File: src/rtl/hbace_pkg.sv
package hbace_pkg;

	// One vertical pixel pair. The first member sits at the most significant end.
	typedef struct packed {
		logic [7:0] top_red;
		logic [7:0] top_green;
		logic [7:0] top_blue;
		logic [7:0] bottom_red;
		logic [7:0] bottom_green;
		logic [7:0] bottom_blue;
		logic       has_bottom;
		logic       end_of_row;
		logic       end_of_frame;
	} pair_t;

	typedef struct packed {
		logic [7:0] out_byte;
		logic       last_byte;
	} stream_t;

	localparam int PC_W = 6;

	// Program entry points.
	localparam logic [PC_W-1:0] PC_FG      = 6'd0;
	localparam logic [PC_W-1:0] PC_BG      = 6'd19;
	localparam logic [PC_W-1:0] PC_GLYPH   = 6'd38;
	localparam logic [PC_W-1:0] PC_SPACE   = 6'd41;
	localparam logic [PC_W-1:0] PC_ROW_RST = 6'd42;
	localparam logic [PC_W-1:0] PC_FRM_RST = 6'd47;

	localparam logic [7:0] CH_ESC   = 8'h1B;
	localparam logic [7:0] CH_LBRK  = 8'h5B;
	localparam logic [7:0] CH_SEMI  = 8'h3B;
	localparam logic [7:0] CH_M     = 8'h6D;
	localparam logic [7:0] CH_ZERO  = 8'h30;
	localparam logic [7:0] CH_TWO   = 8'h32;
	localparam logic [7:0] CH_THREE = 8'h33;
	localparam logic [7:0] CH_FOUR  = 8'h34;
	localparam logic [7:0] CH_EIGHT = 8'h38;
	localparam logic [7:0] CH_SPACE = 8'h20;
	localparam logic [7:0] CH_LF    = 8'h0A;
	localparam logic [7:0] CH_HB0   = 8'hE2;
	localparam logic [7:0] CH_HB1   = 8'h96;
	localparam logic [7:0] CH_HB2   = 8'h80;

	typedef enum logic [1:0] {
		SRC_LIT,
		SRC_HUN,
		SRC_TEN,
		SRC_ONE
	} src_t;

	typedef enum logic [1:0] {
		COMP_RED,
		COMP_GREEN,
		COMP_BLUE
	} comp_t;

	typedef enum logic [3:0] {
		C_NEVER,
		C_ALWAYS,
		C_TOP_SAME,
		C_BOT_SAME,
		C_LT100,
		C_LT10,
		C_EQ,
		C_NO_ROW,
		C_NO_ROW_FRAME,
		C_NO_FRAME
	} cond_t;

	// One control word. When skip holds, the step emits nothing and jumps to target.
	// Otherwise it emits a byte; the program ends there when fin holds, else it
	// continues at target if link is set and at the next step if not.
	typedef struct packed {
		src_t            src;
		logic [7:0]      lit;
		logic            chan;
		comp_t           comp;
		cond_t           skip;
		logic [PC_W-1:0] target;
		logic            link;
		cond_t           fin;
	} ucode_t;

	function automatic ucode_t uc_lit(input logic [7:0] b);
		ucode_t w;
		w.src    = SRC_LIT;
		w.lit    = b;
		w.chan   = 1'b0;
		w.comp   = COMP_RED;
		w.skip   = C_NEVER;
		w.target = '0;
		w.link   = 1'b0;
		w.fin    = C_NEVER;
		return w;
	endfunction

	function automatic ucode_t uc_dig(input src_t src, input logic chan, input comp_t comp,
			input cond_t skip, input logic [PC_W-1:0] target);
		ucode_t w;
		w        = uc_lit(CH_ZERO);
		w.src    = src;
		w.chan   = chan;
		w.comp   = comp;
		w.skip   = skip;
		w.target = target;
		return w;
	endfunction

	// Steps of one color escape; chan 0 is the foreground, 1 the background.
	function automatic ucode_t uc_escape(input logic chan, input logic [4:0] k);
		ucode_t          w;
		logic [PC_W-1:0] base;
		logic [PC_W-1:0] nxt;
		base = chan ? PC_BG : PC_FG;
		nxt  = base + PC_W'(k) + PC_W'(1);
		unique case (k)
			5'd0: begin
				w        = uc_lit(CH_ESC);
				w.skip   = chan ? C_BOT_SAME : C_TOP_SAME;
				w.target = chan ? PC_GLYPH : PC_BG;
			end
			5'd1:  w = uc_lit(CH_LBRK);
			5'd2:  w = uc_lit(chan ? CH_FOUR : CH_THREE);
			5'd3:  w = uc_lit(CH_EIGHT);
			5'd4:  w = uc_lit(CH_SEMI);
			5'd5:  w = uc_lit(CH_TWO);
			5'd6:  w = uc_lit(CH_SEMI);
			5'd7:  w = uc_dig(SRC_HUN, chan, COMP_RED, C_LT100, nxt);
			5'd8:  w = uc_dig(SRC_TEN, chan, COMP_RED, C_LT10, nxt);
			5'd9:  w = uc_dig(SRC_ONE, chan, COMP_RED, C_NEVER, nxt);
			5'd10: w = uc_lit(CH_SEMI);
			5'd11: w = uc_dig(SRC_HUN, chan, COMP_GREEN, C_LT100, nxt);
			5'd12: w = uc_dig(SRC_TEN, chan, COMP_GREEN, C_LT10, nxt);
			5'd13: w = uc_dig(SRC_ONE, chan, COMP_GREEN, C_NEVER, nxt);
			5'd14: w = uc_lit(CH_SEMI);
			5'd15: w = uc_dig(SRC_HUN, chan, COMP_BLUE, C_LT100, nxt);
			5'd16: w = uc_dig(SRC_TEN, chan, COMP_BLUE, C_LT10, nxt);
			5'd17: w = uc_dig(SRC_ONE, chan, COMP_BLUE, C_NEVER, nxt);
			5'd18: w = uc_lit(CH_M);
			default: w = uc_lit(CH_ZERO);
		endcase
		return w;
	endfunction

	function automatic ucode_t ucode_rom(input logic [PC_W-1:0] pc);
		ucode_t w;
		if (pc < PC_BG) begin
			w = uc_escape(1'b0, 5'(pc - PC_FG));
		end else if (pc < PC_GLYPH) begin
			w = uc_escape(1'b1, 5'(pc - PC_BG));
		end else begin
			unique case (pc)
				6'd38: begin
					w        = uc_lit(CH_HB0);
					w.skip   = C_EQ;
					w.target = PC_SPACE;
				end
				6'd39: w = uc_lit(CH_HB1);
				6'd40: begin
					w        = uc_lit(CH_HB2);
					w.fin    = C_NO_ROW_FRAME;
					w.target = PC_ROW_RST;
					w.link   = 1'b1;
				end
				6'd41: begin
					w     = uc_lit(CH_SPACE);
					w.fin = C_NO_ROW_FRAME;
				end
				6'd42: begin
					w        = uc_lit(CH_ESC);
					w.skip   = C_NO_ROW;
					w.target = PC_FRM_RST;
				end
				6'd43: w = uc_lit(CH_LBRK);
				6'd44: w = uc_lit(CH_ZERO);
				6'd45: w = uc_lit(CH_M);
				6'd46: begin
					w     = uc_lit(CH_LF);
					w.fin = C_NO_FRAME;
				end
				6'd47: w = uc_lit(CH_ESC);
				6'd48: w = uc_lit(CH_LBRK);
				6'd49: w = uc_lit(CH_ZERO);
				6'd50: begin
					w     = uc_lit(CH_M);
					w.fin = C_ALWAYS;
				end
				default: begin
					w     = uc_lit(CH_M);
					w.fin = C_ALWAYS;
				end
			endcase
		end
		return w;
	endfunction

endpackage

File: src/rtl/half_block_ansi_color_encoder.sv
// Half-block truecolor cell encoder.
// The pair channel (pair_valid, pair_ready, pair) takes one vertical pixel pair
// per item. The stream channel (stream_valid, stream_ready, stream) returns the
// bytes of the terminal cell, one byte per item, with last_byte set on the
// final byte of each pair.
// A microcode sequencer walks a 51-step program, one step per cycle while no
// waiting byte is stalled. A step either emits a byte or, when its condition
// holds, jumps without emitting (a skipped escape, a suppressed leading zero,
// the glyph replaced by a space, or a skipped row reset). One pair gives 1 to
// 50 bytes out.
// A single output register sits between the sequencer and the stream port, so
// the next pair is taken while the last byte of the previous one still waits.
// When a byte waits and stream_ready is low, the sequencer holds its step and
// the byte stays put.
// Reset clears the sequencer, the output valid flag and the remembered colors,
// so the first cell after reset sends both color escapes.
module half_block_ansi_color_encoder
	import hbace_pkg::*;
(
	input  logic    clk,
	input  logic    arst_n,
	input  logic    pair_valid,
	output logic    pair_ready,
	input  pair_t   pair,
	output logic    stream_valid,
	input  logic    stream_ready,
	output stream_t stream
);

	logic            busy_q;
	logic [PC_W-1:0] pc_q;
	logic            out_valid_q;
	stream_t         out_q;

	logic [23:0] top_q, bot_q;
	logic        top_same_q, bot_same_q, eq_q, eor_q, eof_q;

	logic [23:0] prev_top_q, prev_bot_q;
	logic        prev_top_known_q, prev_bot_known_q;

	logic [23:0] in_top, in_bot;
	logic        accept, step_en;
	ucode_t      uw;

	logic [23:0] dcolor;
	logic [7:0]  dv;
	logic [1:0]  dh;
	logic [7:0]  drem8;
	logic [6:0]  drem;
	logic [14:0] dprod;
	logic [3:0]  dten, dones;
	logic [6:0]  dten_x10;
	logic [7:0]  step_byte;
	logic        skip_hit, fin_hit;

	assign in_top = {pair.top_blue, pair.top_green, pair.top_red};
	assign in_bot = pair.has_bottom ?
		{pair.bottom_blue, pair.bottom_green, pair.bottom_red} : 24'd0;

	assign pair_ready   = !busy_q;
	assign accept       = pair_valid && pair_ready;
	assign stream_valid = out_valid_q;
	assign stream       = out_q;
	assign step_en      = busy_q && (!out_valid_q || stream_ready);
	assign uw           = ucode_rom(pc_q);

	// Decimal digits of the selected color component.
	always_comb begin
		dcolor = uw.chan ? bot_q : top_q;
		case (uw.comp)
			COMP_GREEN: dv = dcolor[15:8];
			COMP_BLUE:  dv = dcolor[23:16];
			default:    dv = dcolor[7:0];
		endcase
		if (dv >= 8'd200) begin
			dh    = 2'd2;
			drem8 = dv - 8'd200;
		end else if (dv >= 8'd100) begin
			dh    = 2'd1;
			drem8 = dv - 8'd100;
		end else begin
			dh    = 2'd0;
			drem8 = dv;
		end
		drem = drem8[6:0];
		// Multiply by 205/2048 gives the exact tens digit for values below 100.
		dprod    = 15'(drem) * 15'd205;
		dten     = dprod[14:11];
		dten_x10 = {dten, 3'b000} + {2'b00, dten, 1'b0};
		dones    = 4'(drem - dten_x10);
	end

	function automatic logic cond_eval(input cond_t c, input logic [7:0] v);
		logic r;
		unique case (c)
			C_NEVER:        r = 1'b0;
			C_ALWAYS:       r = 1'b1;
			C_TOP_SAME:     r = top_same_q;
			C_BOT_SAME:     r = bot_same_q;
			C_LT100:        r = v < 8'd100;
			C_LT10:         r = v < 8'd10;
			C_EQ:           r = eq_q;
			C_NO_ROW:       r = !eor_q;
			C_NO_ROW_FRAME: r = !eor_q && !eof_q;
			C_NO_FRAME:     r = !eof_q;
			default:        r = 1'b0;
		endcase
		return r;
	endfunction

	always_comb begin
		skip_hit = cond_eval(uw.skip, dv);
		fin_hit  = cond_eval(uw.fin, dv);
		unique case (uw.src)
			SRC_HUN: step_byte = CH_ZERO | {6'd0, dh};
			SRC_TEN: step_byte = CH_ZERO | {4'd0, dten};
			SRC_ONE: step_byte = CH_ZERO | {4'd0, dones};
			default: step_byte = uw.lit;
		endcase
	end

	always_ff @(posedge clk or negedge arst_n) begin
		if (!arst_n) begin
			busy_q           <= 1'b0;
			pc_q             <= '0;
			out_valid_q      <= 1'b0;
			prev_top_q       <= '0;
			prev_bot_q       <= '0;
			prev_top_known_q <= 1'b0;
			prev_bot_known_q <= 1'b0;
		end else begin
			if (accept) begin
				busy_q <= 1'b1;
				pc_q   <= PC_FG;
				// A row end forgets both colors so the next row restates them.
				if (pair.end_of_row) begin
					prev_top_q       <= '0;
					prev_bot_q       <= '0;
					prev_top_known_q <= 1'b0;
					prev_bot_known_q <= 1'b0;
				end else begin
					prev_top_q       <= in_top;
					prev_bot_q       <= in_bot;
					prev_top_known_q <= 1'b1;
					prev_bot_known_q <= 1'b1;
				end
			end
			if (step_en) begin
				if (skip_hit) begin
					pc_q <= uw.target;
					if (stream_ready) begin
						out_valid_q <= 1'b0;
					end
				end else begin
					out_valid_q <= 1'b1;
					if (fin_hit) begin
						busy_q <= 1'b0;
					end else begin
						pc_q <= uw.link ? uw.target : pc_q + PC_W'(1);
					end
				end
			end else if (stream_ready) begin
				out_valid_q <= 1'b0;
			end
		end
	end

	always_ff @(posedge clk) begin
		if (accept) begin
			top_q      <= in_top;
			bot_q      <= in_bot;
			top_same_q <= prev_top_known_q && (prev_top_q == in_top);
			bot_same_q <= prev_bot_known_q && (prev_bot_q == in_bot);
			eq_q       <= in_top == in_bot;
			eor_q      <= pair.end_of_row;
			eof_q      <= pair.end_of_frame;
		end
		if (step_en && !skip_hit) begin
			out_q.out_byte  <= step_byte;
			out_q.last_byte <= fin_hit;
		end
	end

endmodule

File: config.mk
export PLATFORM = sky130hd
export DESIGN_NAME = half_block_ansi_color_encoder
export DESIGN_NICKNAME = d
export VERILOG_FILES = /design/src/rtl/hbace_pkg.sv /design/src/rtl/half_block_ansi_color_encoder.sv
export SDC_FILE = /design/constraint.sdc
export NUM_CORES = 1
export LEC_CHECK = 0
export BUFFER_PORTS_ARGS = -buffer_cell sky130_fd_sc_hd__buf_2
export CAP_MARGIN = 10
export CORE_MARGIN = 4
export CORE_UTILIZATION = 45
export DETAILED_ROUTE_END_ITERATION = 6
export PLACE_DENSITY = 0.63
export SLEW_MARGIN = 20
export SYNTH_ARGS = -nofsm -noshare
export SYNTH_HDL_FRONTEND = slang
export SYNTH_SLANG_ARGS = --single-unit
export TNS_END_PERCENT = 1
File: constraint.sdc
create_clock -name clk -period 10.7 [get_ports clk]
set_input_delay 2.14 -clock clk [delete_from_list [all_inputs] [get_ports clk]]
set_output_delay 2.14 -clock clk [all_outputs]
set_load 0.05 [all_outputs]
# After elaboration in Yosys (flattened, before gate mapping)
# Memory sizes are Yosys's and may differ from the RTL's.
# Index checks and enable logic that the tools add are counted.
# totals
ff_bits	119
romBits	1216
input_bits	55
out_inout_bits	11
wordCells	139
mem_count	1
# mem_list
name	depth	width	rd	rd_clocked_by_memory_dff	wr	line_no	rtl
(no name shown)	64	19	1	0	0	hbace_pkg.sv:154	unique case (pc)
# op_classes
n_addsub	9
multipliers	1
order_cmp	6
n_eq_ne	62
mux	29
n_reduce_logical	16
# ops
operator	n
28-bit case mux with 16 select lines	2
24-bit two-way mux	4
5-bit by 4-bit equality test with 1-bit output, second input constant	16
24-bit equality test	3
28-bit two-way mux	2
5-bit by 3-bit equality test with 1-bit output, second input constant	8
4-bit by 3-bit equality test with 1-bit output, second input constant	8
5-bit equality test, second input constant	6
6-bit two-way mux	5
8-bit case mux with 3 select lines	1
5-bit by 2-bit equality test with 1-bit output, second input constant	4
1-bit case mux with 9 select lines	2
4-bit by 2-bit equality test with 1-bit output, second input constant	4
4-bit equality test, second input constant	4
8-bit case mux with 2 select lines	1
7-bit by 8-bit multiplier with 15-bit output, second input constant	1
7-bit two-way mux	2
7-bit subtractor, second input constant	2
6-bit by 1-bit adder with 6-bit output, second input constant	2
5-bit by 1-bit equality test with 1-bit output, second input constant	2
5-bit zero test	2
1-bit two-way mux	9
4-bit by 1-bit equality test with 1-bit output, second input constant	2
8-bit by 7-bit greater-or-equal comparator with 1-bit output, second input constant	1
other kinds (17)	30

# Longest topological paths before layout
# depth
ltp_word	15
ltp_mapped	46
depth_no_buf	43

# Least setup slack after synthesis
# OpenSTA, ideal clock, no wires.
# synth_timing
kind	register -> register
start	reg pc_q[3]
end	reg out_q (netlist bit stream[4]) (data pin)
setup_time_ns	0.270
arrival_time_ns	9.343
t_required_ns	10.430
setup_slack_ns	1.087
path_stages_with_launch	46
n_path_buf	5
period_less_slack_ns	9.613
cell_sequence	dfrtp_1 buf_6 clkbuf_1 clkbuf_1 and3_1 ha_1 nor3_1 o21ai_0 o21ai_0 nand2b_1 a32oi_1 inv_1 ha_1 clkbuf_1 a22oi_1 or3_1 a211oi_1 a211o_1 (+10 left out) fa_1 ha_1 inv_1 fa_1 inv_1 ha_1 nand4_1 or3_1 a211o_1 a31oi_4 o21a_1 nor2_1 ha_1 nand2_1 and3b_1 xnor2_2 xnor2_1 o22ai_1
# synth_between
elab_chain_len	15
word_cells_on_any_way	65
classes_between	add/sub (5); mul (1); order compare (4); eq/ne (41); mux (9); reduce/logical (4); memory (1)
# synth_rtl
item	line_no	rtl
start: declaration	half_block_ansi_color_encoder.sv:31	logic [PC_W-1:0] pc_q;
start signal: assignment	half_block_ansi_color_encoder.sv:150	pc_q <= uw.target;
start signal: assignment	half_block_ansi_color_encoder.sv:159	pc_q <= uw.link ? uw.target : pc_q + PC_W'(1);
5-bit subtractor	hbace_pkg.sv:152	w = uc_escape(1'b1, 5'(pc - PC_BG));
5-bit by 4-bit equality test with 1-bit output / 5-bit by 3-bit equality test with 1-bit output (equally long branches)	hbace_pkg.sv:118	unique case (k)
4-bit OR reduction (no source line)	n/a	
28-bit case mux with 16 select lines	hbace_pkg.sv:118	
28-bit two-way mux	hbace_pkg.sv:151	end else if (pc < PC_GLYPH) begin
28-bit two-way mux *	hbace_pkg.sv:149	if (pc < PC_BG) begin
2-bit equality test, or another cell as far along	half_block_ansi_color_encoder.sv:70	case (uw.comp)
8-bit case mux with 2 select lines	half_block_ansi_color_encoder.sv:70	
7-bit subtractor / 8-bit by 7-bit greater-or-equal comparator with 1-bit output (equally long branches)	half_block_ansi_color_encoder.sv:80, half_block_ansi_color_encoder.sv:78	
7-bit two-way mux	half_block_ansi_color_encoder.sv:78	end else if (dv >= 8'd100) begin
7-bit two-way mux	half_block_ansi_color_encoder.sv:75	if (dv >= 8'd200) begin
7-bit by 8-bit multiplier with 15-bit output	half_block_ansi_color_encoder.sv:87	dprod = 15'(drem) * 15'd205;
4-bit adder	half_block_ansi_color_encoder.sv:89	dten_x10 = {dten, 3'b000} + {2'b00, dten, 1'b0};
4-bit subtractor	half_block_ansi_color_encoder.sv:90	dones = 4'(drem - dten_x10);
8-bit case mux with 3 select lines *	half_block_ansi_color_encoder.sv:114	unique case (uw.src)
via step_byte[3]	half_block_ansi_color_encoder.sv:53	logic [7:0] step_byte;
end: declaration	half_block_ansi_color_encoder.sv:33	stream_t out_q;
# Mark *: on every way through the listed nets, which the timed path passes. The rest lies on a longest branch.
# A chain may end at the register's enable or synchronous reset.

# Worst setup path after layout
# layout_timing
start	reg pc_q[1]
end	reg out_q (netlist bit stream[4]) (data pin)
# Same word-level chain as after synthesis.

==> impl_metrics.toml <==
[clock_network]
postCtsHoldBufs = 0
clockBufferDepth = 2
clock_latency_ns = 0.42
cts.sinks = 119
cts_root_buf = "clkbuf_16"
cts_made_buffers = 17
postCtsSetupBuffers = 0
cts_max_level = 4
cts.clk_slew.worst_paths_ns = 0.07
cts_tree = "yes"

[sta]
hold_violations = 0
setup_violations = 0
slew_headroom_pct = 32.1
hold_slack_ns = 0.495
period_share_pct = 94.5
tns_ns = 0
rsz0062_at_grt = "no"
fin_crit_ns = 10.11
finalMaxSlewViolations = 0
tightest_slew_ns = 1.02
fin_skew_ns = 0.0148
fmax_ghz = 0.0989

[floorplan]
die_y_microns = 146
rows = 50
die_x_microns = 146
core_area_sq_um = 18700
io_pins = 66
die-area_sq_um = 21300
initial_core_util_pct = 45.8

[synthesis]
synth_seq_cells = 119
yosysSeqAreaShare_pct = 38.3
synthCells = 933
syn-cell-area_sq_um = 8580
synth.net_count = 1049
yosys.cell_types.count = 76
ys_top_cells_by_area = "edfxtp_1 (22%), dfrtp_1 (17%), ha_1 (7.7%)"
ys.flop_type = "edfxtp_1"
synth_warnings = 0
async_flop_share_pct = 47.9
yosys.area.top_type = "edfxtp_1"
avgSynthCellArea_sq_um = 9.19
yosys.area.top_type_share_pct = 21.7
synth_enable_flop_cells = 62

[global_routing]
grt_pass1_wl_microns = 37100
grt_pass1_vias = 6948
grt_usage_pct = 21.9
grt_overflow = 0
grt_max_degree = 108
antenna_found_initial = 0

[critical_path]
crit_type = "reg2reg"
timing.rr.start = "pc_q[1]$_DFF_PN0_"
critPathRequiredTime_ns = 10.87
worstPathArrival_ns = 10.27
reg2reg_depth = 44
crit_path_start = "pc_q[1]$_DFF_PN0_"
cp_top_family = "compound AO/OA/AOI/OAI gates"
worstSetupEndpoint = "stream[4]$_DFFE_PP_"
critical-path-slowest-cell = "dfrtp_2"
worst-path-buf-inv = 8
worstPathMaxFanout = 13
cp-start-kind = "flip-flop"
cpMostUsedCell = "ha_1"
reg2reg_to = "stream[4]$_DFFE_PP_"
ff2ff_setup_slack_ns = 0.59
slowest_delay_ns = 0.50
cp_num_cells = 44
cp-end-kind = "flip-flop"

[final_layout]
fin_util_pct = 52.1
fillCellCount = 1702
final_cell_mix = "nand2_1 (118), buf_2 (65), inv_1 (63)"
area_growth_pct = 13.6
layout.cells.most_common = "nand2_1"
final_cells = 1237
antenna_cells = 0
fin_nets = 1106
drive_above_1_share_pct = 14.5

[place]
portBuffers = 65
place_congestion = 0.984
placed_cells = 1205
hpwl_microns = 17100

[run_status]
status = "finished clean"

[detailed_routing]
vias_per_cell = 5.70
ant_nets = 0
drt-wirelength-per-cell_microns = 18.6
detail_route.first_pass.iterations = 6
drc = 0
drt_iter0_drc = 708
num_vias = 7054
wl_microns = 23000

[job]
max-cap-violations = 0

[hold_path]
hold_path.class = "reg2reg"
[layer usage]
layer,GRT usage [%],wire [microns],vias to the layer above
li1,-,-,3453
met1,28.9,10100,3314
met2,35.9,11000,239
met3,3.88,1140,48
met5,0,0,-
met4,8.51,745,0
[how the worst min path moves through the flow]
stage | from | slack [ns] | endpoint | cells after the start
final | prev_top_q[21]$_DFFE_PN0P_ | 0.50 | prev_top_q[21]$_DFFE_PN0P_ | 2
after global routing | prev_top_q[21]$_DFFE_PN0P_ | 0.52 | prev_top_q[21]$_DFFE_PN0P_ | 2
after CTS | prev_bot_q[21]$_DFFE_PN0P_ | 0.50 | prev_bot_q[21]$_DFFE_PN0P_ | 2
after detailed placement | prev_bot_q[21]$_DFFE_PN0P_ | 0.49 | prev_bot_q[21]$_DFFE_PN0P_ | 2
after global placement | prev_bot_q[16]$_DFFE_PN0P_ | 0.48 | prev_bot_q[16]$_DFFE_PN0P_ | 2
after floorplan | prev_bot_q[12]$_DFFE_PN0P_ | 0.47 | prev_bot_q[12]$_DFFE_PN0P_ | 2
[timing repair]
action                                  4_1_cts  5_1_grt
gates resized for setup                       0        4
hold endpoints to repair                      0        0
endpoints found under the setup margin        0        1
[stage by stage]
stage | setup slack [ns] | area [sq um]
2_1_floorplan | 1.09 | 8580
3_3_place_gp | 0.741 | 9150
3_5_place_dp | 0.469 | 9150
4_1_cts | 0.431 | 9730
5_1_grt | 0.0113 | 9740
6_report | 0.593 | 9740
[cells in the mapped netlist, drive strengths merged (8+ instances only)]
cell type and count:
nand2b 33, o21ai 58, ha 53, fa 8
a21oi 41, edfxtp 62, clkbuf 40, nor2 57
xnor2 49, nor3 19, buf 8, a211oi 13
xor2 38, mux2i 17, dfrtp 57, nor2b 8
a22oi 16, o31ai 32, nand3 22, inv 64
nor4 16, nand2 119, nand4 13
[final cells by class]
type	count	area [sq um]	area share, %
Tap cell	234	293	3.01
Timing Repair Buffer	86	483	4.96
Multi-Input combinational cell	700	4850	49.7
Inverter	66	249	2.56
Clock inverter	13	105	1.08
Sequential cell	119	3290	33.8
Clock buffer	19	475	4.88
[logic make-up after synthesis]
kind of cell,count (synthesis),share of synthesized area [%]
simple gates,306,17.0
compound gates,225,18.0
flops,119,38.3
buf+inv,114,5.35
xor+xnor,87,9.15
fa+ha+maj,61,9.60
mux,21,2.55
[flip-flops by register name, summed over array words and instances, names as in the netlist]
name and count:
eor_q 1, bot_same_q 1, prev_bot_known_q 1, busy_q 1, prev_top_q 24, top_q 24
prev_bot_q 24, top_same_q 1, eq_q 1, stream 9, eof_q 1, stream_valid 1
bot_q 24, pc_q 6
[worst min-delay path, cell delays in order (launching register included)]
cell	delay [ns]
dfrtp_1	0.35
nand2_1	0.05
o21ai_0	0.06
Power is left out: the tool's default activity adds up to more than one toggle a clock period on the data nets, which glitch-free logic cannot reach.
